**src/sbrl_pkg.sv**
```systemverilog
`timescale 1ns / 1ps
// ----------------------------------------------------------------------------
// sbrl_pkg
// Shared types and constants of the token-bucket rate limiter.
// ----------------------------------------------------------------------------
package sbrl_pkg;

  localparam int RateW     = 20;
  localparam int BurstW    = 12;
  localparam int PermitW   = 16;
  localparam int TimeW     = 63;
  localparam int StoreW    = 32;
  localparam int PushW     = PermitW + RateW;
  localparam int CfgIndexW = 2;
  localparam int CfgDataW  = 20;
  localparam int DivSteps  = TimeW;
  localparam int DivCntW   = $clog2(DivSteps + 1);

  localparam logic [RateW-1:0]  MICROS_PER_SECOND = 20'd1000000;
  localparam logic [RateW-1:0]  RATE_MAX          = 20'd1000000;
  localparam logic [BurstW-1:0] BURST_MAX         = 12'd3600;
  localparam logic [TimeW-1:0]  TIME_MAX          = {TimeW{1'b1}};

  localparam logic [CfgIndexW-1:0] REG_RATE  = 2'd0;
  localparam logic [CfgIndexW-1:0] REG_BURST = 2'd1;

  typedef struct packed {
    logic cfg_write;
    logic derive_start;
    logic derive_finish;
    logic item_load;
    logic refuse_load;
    logic refill_start;
    logic refill_finish;
    logic spend;
    logic multiply;
    logic push;
    logic out_load;
  } cmd_t;

  typedef struct packed {
    logic now_after;
    logic refuse;
    logic div_done;
  } sts_t;

endpackage

```
**src/sbrl_div.sv**
```systemverilog
`timescale 1ns / 1ps
// ----------------------------------------------------------------------------
// sbrl_div
// Restoring divider, one quotient bit per cycle, 63-bit dividend.
// ----------------------------------------------------------------------------
module sbrl_div
  import sbrl_pkg::*;
(
  input  logic             clk,
  input  logic             rst,
  input  logic             start,
  input  logic [TimeW-1:0] dividend,
  input  logic [RateW-1:0] divisor,
  output logic             done,
  output logic [TimeW-1:0] quotient
);

  logic               busy;
  logic [DivCntW-1:0] cnt;
  logic [RateW-1:0]   rem;
  logic [RateW-1:0]   dsr;
  logic [TimeW-1:0]   quo;
  logic [RateW:0]     trial;
  logic               fits;

  assign trial    = {rem, quo[TimeW-1]};
  assign fits     = trial >= {1'b0, dsr};
  assign quotient = quo;

  always_ff @(posedge clk) begin
    if (rst) begin
      busy <= 1'b0;
      done <= 1'b0;
      cnt  <= '0;
    end else if (start) begin
      busy <= 1'b1;
      done <= 1'b0;
      cnt  <= DivCntW'(DivSteps);
    end else if (busy) begin
      cnt <= cnt - 1'b1;
      if (cnt == DivCntW'(1)) begin
        busy <= 1'b0;
        done <= 1'b1;
      end
    end
  end

  always_ff @(posedge clk) begin
    if (start) begin
      rem <= '0;
      dsr <= divisor;
      quo <= dividend;
    end else if (busy) begin
      rem <= fits ? RateW'(trial - {1'b0, dsr}) : trial[RateW-1:0];
      quo <= {quo[TimeW-2:0], fits};
    end
  end

endmodule

```
**src/sbrl_dp.sv**
```systemverilog
`timescale 1ns / 1ps
// ----------------------------------------------------------------------------
// sbrl_dp
// Bucket state, configuration registers, refill, spend and push datapath.
// ----------------------------------------------------------------------------
module sbrl_dp
  import sbrl_pkg::*;
(
  input  logic                 clk,
  input  logic                 rst,
  input  cmd_t                 cmd,
  output sts_t                 sts,
  input  logic [CfgIndexW-1:0] cfg_index,
  input  logic [CfgDataW-1:0]  cfg_data,
  input  logic                 mode,
  input  logic [PermitW-1:0]   permits,
  input  logic [TimeW-1:0]     now_us,
  output logic                 granted,
  output logic [TimeW-1:0]     wait_us
);

  logic [RateW-1:0]   rate_reg;
  logic [BurstW-1:0]  burst_reg;
  logic [RateW-1:0]   interval;
  logic [StoreW-1:0]  max_permits;
  logic [StoreW-1:0]  stored;
  logic [TimeW-1:0]   nft;
  logic               req_mode;
  logic [PermitW-1:0] req_permits;
  logic [TimeW-1:0]   req_now;
  logic [PermitW-1:0] deficit;
  logic [PushW-1:0]   push;
  logic               res_granted;
  logic [TimeW-1:0]   res_wait;

  logic [RateW-1:0]   rate_cl;
  logic [BurstW-1:0]  burst_cl;
  logic [StoreW-1:0]  burst_prod;
  logic [TimeW-1:0]   div_dividend;
  logic [RateW-1:0]   div_divisor;
  logic               div_done;
  logic [TimeW-1:0]   div_quo;
  logic [TimeW:0]     refill_sum;
  logic [PermitW-1:0] spend_amt;
  logic [TimeW:0]     push_sum;

  always_comb begin
    if (rate_reg == '0) begin
      rate_cl = RateW'(1);
    end else if (rate_reg > RATE_MAX) begin
      rate_cl = RATE_MAX;
    end else begin
      rate_cl = rate_reg;
    end
    if (burst_reg == '0) begin
      burst_cl = BurstW'(1);
    end else if (burst_reg > BURST_MAX) begin
      burst_cl = BURST_MAX;
    end else begin
      burst_cl = burst_reg;
    end
  end

  assign burst_prod   = {{RateW{1'b0}}, burst_cl} * {{BurstW{1'b0}}, rate_cl};
  assign div_dividend = cmd.derive_start ? TimeW'(MICROS_PER_SECOND) : req_now - nft;
  assign div_divisor  = cmd.derive_start ? rate_cl : interval;

  sbrl_div u_div (
    .clk      (clk),
    .rst      (rst),
    .start    (cmd.derive_start | cmd.refill_start),
    .dividend (div_dividend),
    .divisor  (div_divisor),
    .done     (div_done),
    .quotient (div_quo)
  );

  assign refill_sum = {{(TimeW + 1 - StoreW){1'b0}}, stored} + {1'b0, div_quo};
  assign spend_amt  = ({{(StoreW - PermitW){1'b0}}, req_permits} < stored) ?
                      req_permits : stored[PermitW-1:0];
  assign push_sum   = {1'b0, nft} + {{(TimeW + 1 - PushW){1'b0}}, push};

  assign sts.now_after = req_now > nft;
  assign sts.refuse    = req_mode && (req_now < nft);
  assign sts.div_done  = div_done;

  // bucket state and configuration
  always_ff @(posedge clk) begin
    if (rst) begin
      rate_reg    <= RateW'(1);
      burst_reg   <= BurstW'(1);
      interval    <= MICROS_PER_SECOND;
      max_permits <= StoreW'(1);
      stored      <= '0;
      nft         <= '0;
    end else begin
      if (cmd.cfg_write) begin
        if (cfg_index == REG_RATE) begin
          rate_reg <= cfg_data[RateW-1:0];
        end else if (cfg_index == REG_BURST) begin
          burst_reg <= cfg_data[BurstW-1:0];
        end
      end
      if (cmd.derive_start) begin
        max_permits <= burst_prod;
      end
      if (cmd.derive_finish) begin
        interval <= div_quo[RateW-1:0];
      end
      if (cmd.refill_finish) begin
        stored <= (refill_sum > {{(TimeW + 1 - StoreW){1'b0}}, max_permits}) ?
                  max_permits : refill_sum[StoreW-1:0];
        nft    <= req_now;
      end
      if (cmd.spend) begin
        stored <= stored - {{(StoreW - PermitW){1'b0}}, spend_amt};
      end
      if (cmd.push) begin
        nft <= (push_sum > {1'b0, TIME_MAX}) ? TIME_MAX : push_sum[TimeW-1:0];
      end
    end
  end

  // request and result registers
  always_ff @(posedge clk) begin
    if (cmd.item_load) begin
      req_mode    <= mode;
      req_permits <= permits;
      req_now     <= now_us;
    end
    if (cmd.refuse_load) begin
      res_granted <= 1'b0;
      res_wait    <= nft - req_now;
    end
    if (cmd.spend) begin
      deficit     <= req_permits - spend_amt;
      res_granted <= 1'b1;
      res_wait    <= (!req_mode && (nft > req_now)) ? nft - req_now : '0;
    end
    if (cmd.multiply) begin
      push <= {{RateW{1'b0}}, deficit} * {{PermitW{1'b0}}, interval};
    end
    if (cmd.out_load) begin
      granted <= res_granted;
      wait_us <= res_wait;
    end
  end

endmodule

```
**src/sbrl_ctrl.sv**
```systemverilog
`timescale 1ns / 1ps
// ----------------------------------------------------------------------------
// sbrl_ctrl
// Sequencer for configuration derive and request processing.
// ----------------------------------------------------------------------------
module sbrl_ctrl
  import sbrl_pkg::*;
(
  input  logic clk,
  input  logic rst,
  input  logic cfg_valid,
  output logic cfg_ready,
  input  logic in_valid,
  output logic in_ready,
  output logic out_valid,
  input  logic out_ready,
  input  sts_t sts,
  output cmd_t cmd
);

  localparam logic [3:0] S_IDLE       = 4'd0;
  localparam logic [3:0] S_DERIVE     = 4'd1;
  localparam logic [3:0] S_DERIVE_DIV = 4'd2;
  localparam logic [3:0] S_EVAL       = 4'd3;
  localparam logic [3:0] S_DIV        = 4'd4;
  localparam logic [3:0] S_REFILL     = 4'd5;
  localparam logic [3:0] S_SPEND      = 4'd6;
  localparam logic [3:0] S_MUL        = 4'd7;
  localparam logic [3:0] S_PUSH       = 4'd8;
  localparam logic [3:0] S_OUT        = 4'd9;

  logic [3:0] state;
  logic [3:0] state_next;
  logic       out_valid_next;

  assign cfg_ready = (state == S_IDLE);
  assign in_ready  = (state == S_IDLE) && !cfg_valid;

  always_comb begin
    cmd        = '0;
    state_next = state;
    unique case (state)
      S_IDLE: begin
        if (cfg_valid) begin
          cmd.cfg_write = 1'b1;
          state_next    = S_DERIVE;
        end else if (in_valid) begin
          cmd.item_load = 1'b1;
          state_next    = S_EVAL;
        end
      end
      S_DERIVE: begin
        cmd.derive_start = 1'b1;
        state_next       = S_DERIVE_DIV;
      end
      S_DERIVE_DIV: begin
        if (sts.div_done) begin
          cmd.derive_finish = 1'b1;
          state_next        = S_IDLE;
        end
      end
      S_EVAL: begin
        if (sts.refuse) begin
          cmd.refuse_load = 1'b1;
          state_next      = S_OUT;
        end else if (sts.now_after) begin
          cmd.refill_start = 1'b1;
          state_next       = S_DIV;
        end else begin
          state_next = S_SPEND;
        end
      end
      S_DIV: begin
        if (sts.div_done) begin
          state_next = S_REFILL;
        end
      end
      S_REFILL: begin
        cmd.refill_finish = 1'b1;
        state_next        = S_SPEND;
      end
      S_SPEND: begin
        cmd.spend  = 1'b1;
        state_next = S_MUL;
      end
      S_MUL: begin
        cmd.multiply = 1'b1;
        state_next   = S_PUSH;
      end
      S_PUSH: begin
        cmd.push   = 1'b1;
        state_next = S_OUT;
      end
      S_OUT: begin
        if (!out_valid || out_ready) begin
          cmd.out_load = 1'b1;
          state_next   = S_IDLE;
        end
      end
      default: begin
        state_next = S_IDLE;
      end
    endcase
  end

  always_comb begin
    out_valid_next = out_valid;
    if (out_valid && out_ready) begin
      out_valid_next = 1'b0;
    end
    if (cmd.out_load) begin
      out_valid_next = 1'b1;
    end
  end

  always_ff @(posedge clk) begin
    if (rst) begin
      state     <= S_IDLE;
      out_valid <= 1'b0;
    end else begin
      state     <= state_next;
      out_valid <= out_valid_next;
    end
  end

endmodule

```
**src/smooth_bursty_rate_limiter.sv**
```systemverilog
`timescale 1ns / 1ps
// ----------------------------------------------------------------------------
// smooth_bursty_rate_limiter
// Token-bucket limiter: time-based refill capped at burst times rate, then
// spend of stored permits and push of the next-free time.
//
//   channel  direction  handshake            payload
//   cfg      in         cfg_valid/cfg_ready  cfg_index, cfg_data
//   in       in         in_valid/in_ready    mode, permits, now_us
//   out      out        out_valid/out_ready  granted, wait_us
//
// One request at a time. A request with elapsed time to refill goes through
// the 63-step serial divider, then refill, spend, multiply, push and output;
// without refill it goes straight to spend, a refused try straight to output.
// A configuration write derives the refill interval through the same divider.
// Reset gives rate 1 and burst 1 with an empty bucket; a new beat is taken
// while the last result still waits on a stalled output.
// ----------------------------------------------------------------------------
module smooth_bursty_rate_limiter
  import sbrl_pkg::*;
(
  input  logic                 clk,
  input  logic                 rst,
  input  logic                 cfg_valid,
  output logic                 cfg_ready,
  input  logic [CfgIndexW-1:0] cfg_index,
  input  logic [CfgDataW-1:0]  cfg_data,
  input  logic                 in_valid,
  output logic                 in_ready,
  input  logic                 mode,
  input  logic [PermitW-1:0]   permits,
  input  logic [TimeW-1:0]     now_us,
  output logic                 out_valid,
  input  logic                 out_ready,
  output logic                 granted,
  output logic [TimeW-1:0]     wait_us
);

  cmd_t cmd;
  sts_t sts;

  sbrl_ctrl u_ctrl (
    .clk       (clk),
    .rst       (rst),
    .cfg_valid (cfg_valid),
    .cfg_ready (cfg_ready),
    .in_valid  (in_valid),
    .in_ready  (in_ready),
    .out_valid (out_valid),
    .out_ready (out_ready),
    .sts       (sts),
    .cmd       (cmd)
  );

  sbrl_dp u_dp (
    .clk       (clk),
    .rst       (rst),
    .cmd       (cmd),
    .sts       (sts),
    .cfg_index (cfg_index),
    .cfg_data  (cfg_data),
    .mode      (mode),
    .permits   (permits),
    .now_us    (now_us),
    .granted   (granted),
    .wait_us   (wait_us)
  );

`ifndef SYNTHESIS
  a_cmd_onehot: assert property (@(posedge clk) disable iff (rst) $onehot0(cmd))
    else $error("more than one datapath command at once");

  a_no_dual_accept: assert property (@(posedge clk) disable iff (rst)
    !(cfg_valid && cfg_ready && in_valid && in_ready))
    else $error("config and request beat taken together");

  a_busy_after_accept: assert property (@(posedge clk) disable iff (rst)
    (in_valid && in_ready) |=> !in_ready && !cfg_ready)
    else $error("ready right after request beat");

  a_refill_after_div: assert property (@(posedge clk) disable iff (rst)
    cmd.refill_finish |-> $past(sts.div_done))
    else $error("refill without finished quotient");
`endif

endmodule

```
**config.mk**
```make
export PLATFORM = sky130hd
export DESIGN_NAME = smooth_bursty_rate_limiter
export DESIGN_NICKNAME = d
export VERILOG_FILES = /design/src/sbrl_pkg.sv /design/src/sbrl_div.sv /design/src/sbrl_dp.sv /design/src/sbrl_ctrl.sv /design/src/smooth_bursty_rate_limiter.sv
export SDC_FILE = /design/constraint.sdc
export NUM_CORES = 2
export LEC_CHECK = 0
export BUFFER_PORTS_ARGS = -buffer_cell sky130_fd_sc_hd__buf_2
export CORE_ASPECT_RATIO = 0.6
export CORE_UTILIZATION = 62
export CTS_BUF_LIST = sky130_fd_sc_hd__clkbuf_4 sky130_fd_sc_hd__clkbuf_8
export DETAILED_ROUTE_END_ITERATION = 7
export PLACE_DENSITY = 0.8
export SKIP_LAST_GASP = 1
export SLEW_MARGIN = 20
export SYNTH_ARGS = -nofsm -noshare
export SYNTH_HDL_FRONTEND = slang
export SYNTH_SLANG_ARGS = --single-unit
```
**constraint.sdc**
```tcl
create_clock -name clk -period 13.3 [get_ports clk]
set_input_delay 0.665 -clock clk [delete_from_list [all_inputs] [get_ports clk]]
set_output_delay 0.665 -clock clk [all_outputs]
set_load 0.005 [all_outputs]
```
==> flow_metrics.tcl <==
set metrics [dict create \
    cts_sinks 555 \
    viasPerCell 6.42 \
    path_class "flop to flop" \
    finalHoldViolations 0 \
    grt_pass1_vias 45500 \
    grt_max_degree 81 \
    drt_iter0_drc 6613 \
    ys.warnings.count 0 \
    cp_data_arrival_time_ps 8880 \
    cts_tree "yes" \
    core-area_um2 87500 \
    ys_ff_latch 555 \
    netlist_instances 6332 \
    timing.final.crit_share_pct 61.5 \
    grt_pass1_wl_um 269000 \
    cts_buffers 86 \
    cp_max_fo 52 \
    cts_max_level 3 \
    hp-class "input pin to flop" \
    drive_gt1_share_pct 6.85 \
    fp-row-count 84 \
    cts_root_buf "clkbuf_8" \
    ios 174 \
    cp_data_required_time_ps 14000 \
    routedWlPerCell_um 23.3 \
    synth_area_per_cell_um2 8.65 \
    ys.flop_type "edfxtp_1" \
    fillers 7217 \
    cap_violations 0 \
    die_y_um 232 \
    route.detailed.drc 0 \
    yosysSeqAreaShare_pct 26.5 \
    critPathSlowestCell "or4b_2" \
    drtPass1Iterations 6 \
    hold_ws_ps 31.3 \
    peakVddDrop_mv 0.164 \
    antenna_found_initial 11 \
    gp_congestion 1.07 \
    reg2reg_depth 29 \
    nNetsFinal 7349 \
    status "finished, final reports clean" \
    dp_hpwl_um 138000 \
    via_count 48600 \
    fin_util_pct 66.7 \
    end_kind "flop" \
    netlist_area_um2 54800 \
    worst_setup_path_start_kind "flop" \
    initial_core_util_pct 62.6 \
    clock_skew_ps 72.5 \
    ys_types 88 \
    area_growth_pct 6.54 \
    p_leak_nw 25.8 \
    synth_edf_count 342 \
    async_flop_share_pct 0 \
    postCtsHoldBufs 1 \
    clkTransAtPathRegs_ps 70 \
    fmax_mhz 122 \
    drtAntennaViolNets 0 \
    track_usage_pct 39.3 \
    power_density_nw_per_um2 132 \
    clk_latency_ps 810 \
    synth.top_cells.by_area "edfxtp_1 19%, fa_1 16%, ha_1 11%" \
    port_buffers 173 \
    post_cts_buffers 0 \
    worst_pin_slew_ps 1340 \
    die_w_um 386 \
    crit_path_frequent_cell "fa_1" \
    synth_top_cell_by_area "edfxtp_1" \
    clockBufferDepth 3 \
    min_period_ps 8180 \
    drv_slew 0 \
    setup_violations 0 \
    rsz0062_at_grt "false" \
    setup_tns_ps 0 \
    post_cts_resized 0 \
    dieArea_um2 89600 \
    max_stage_delay_ps 620 \
    whs_path_depth 1 \
    routed_wl_um 177000 \
    syn_nets 7348 \
    slew_headroom_pct 9.86 \
    synth_top_area_share_pct 18.8 \
    grt.overflow.total 0 \
]
==> Yosys cell counts, types with 20 or more instances <==
library cell,instances
a211oi_1,59
ha_1,472
clkbuf_1,289
o221ai_1,25
o21bai_1,60
buf_1,24
a221oi_1,27
a31oi_1,41
a21o_1,144
dfxtp_1,213
nor2_1,370
xnor2_1,170
o21a_1,51
a21oi_1,469
nand2_1,942
o211ai_1,43
fa_1,437
nand4_1,83
and2_1,149
and3_1,68
xor2_1,102
or3_1,30
nor2b_1,41
o211a_1,20
nand3_1,98
nand2b_1,45
inv_1,753
mux2i_1,74
o21ai_0,254
nor4_1,35
edfxtp_1,342
nor3_1,103
o22ai_1,38
==> final timing paths <==
check / startpoint / to / slack (ps)
setup reg to reg: u_dp.rate_reg[4] / u_dp.max_permits[28] / 5120
hold reg to reg: u_dp.res_wait[11] / u_dp.wait_us[11] / 410
setup / recovery: u_dp.rate_reg[4] / u_dp.max_permits[28] / 5120
hold / removal: now_us[61] / u_dp.req_now[61] / 30
==> where the power goes <==
part | switching [mW] | internal, mW
clock | 0.802 | 0.875
combinational | 2.20 | 1.25
sequential | 0.355 | 2.23
==> worst max-delay path: cells and delay by family, from the launching register on <==
family	cells	cell delay, ps
AO/OA/AOI/OAI	13	2810
AND/OR/NAND/NOR	6	1740
flip-flops	1	380
buffers and inverters	4	520
adder cells (fa/ha/maj)	6	2670
==> layout make-up <==
cell class | count | area [um^2] | area share, %
multi-input cells | 4700 | 36300 | 62.1
flip-flops and latches | 555 | 14500 | 24.9
inverters | 757 | 2840 | 4.87
well taps | 1161 | 1450 | 2.49
clock buffers | 113 | 1440 | 2.46
repair buffers | 233 | 1330 | 2.29
clock inverters | 47 | 483 | 0.828
diodes | 6 | 15.0 | 0.0257
==> kinds of logic (layout without fill, tap and decap cells) <==
logic type / after synthesis / in the layout / synth area share, %
flops: 555 / 555 / 26.5
simple gates: 2034 / 2034 / 17.0
xor+xnor: 272 / 272 / 4.35
compound gates: 1406 / 1406 / 16.4
other cells: 0 / 6 / 0
buf+inv: 1077 / 1150 / 7.47
mux: 79 / 79 / 1.46
fa+ha+maj: 909 / 909 / 26.8
==> metrics by stage <==
stage	power (mW)	std cells	cell area, um^2	worst slack, ps
4_1_cts	7.59	7565	58300	5230
5_1_grt	8.10	7568	58300	4610
6_report	7.71	7572	58400	5120
3_3_place_gp	5.84	7404	56400	5450
3_5_place_dp	5.92	7404	56400	5270
2_1_floorplan	4.88	6332	54800	6160
==> cell usage in the layout, fill, tap and decap left out, types with 16 or more instances in the layout <==
master     instances
ha_1             472
a31oi_1           40
and3_1            68
nor3_1           102
a21oi_1          468
a211oi_1          59
o21a_1            51
nand4_1           83
buf_4             59
o21bai_1          60
o22ai_1           38
clkbuf_8          94
xnor2_1          170
nand2b_1          45
mux2i_1           74
o31ai_1           18
o21ai_0          254
fa_1             437
nor4_1            34
nor2b_1           41
clkinv_2          16
o211ai_1          43
o221ai_1          25
a21boi_0          19
xor2_1           102
a21o_1           144
clkbuf_4          19
and2_1           148
or3_1             29
inv_1            753
nand2_1          941
a2111oi_0         16
edfxtp_1         342
nor2_1           366
nand3_1           97
dfxtp_1          213
a221oi_1          27
o211a_1           20
buf_2            172
==> routing by layer <==
layer	track usage (%)	share of wire (%)
met5	0.490	0.067
met2	51.5	39
met3	14.2	15
met4	12.0	3.2
met1	59.2	43
Power figures use the tool's default switching activity.
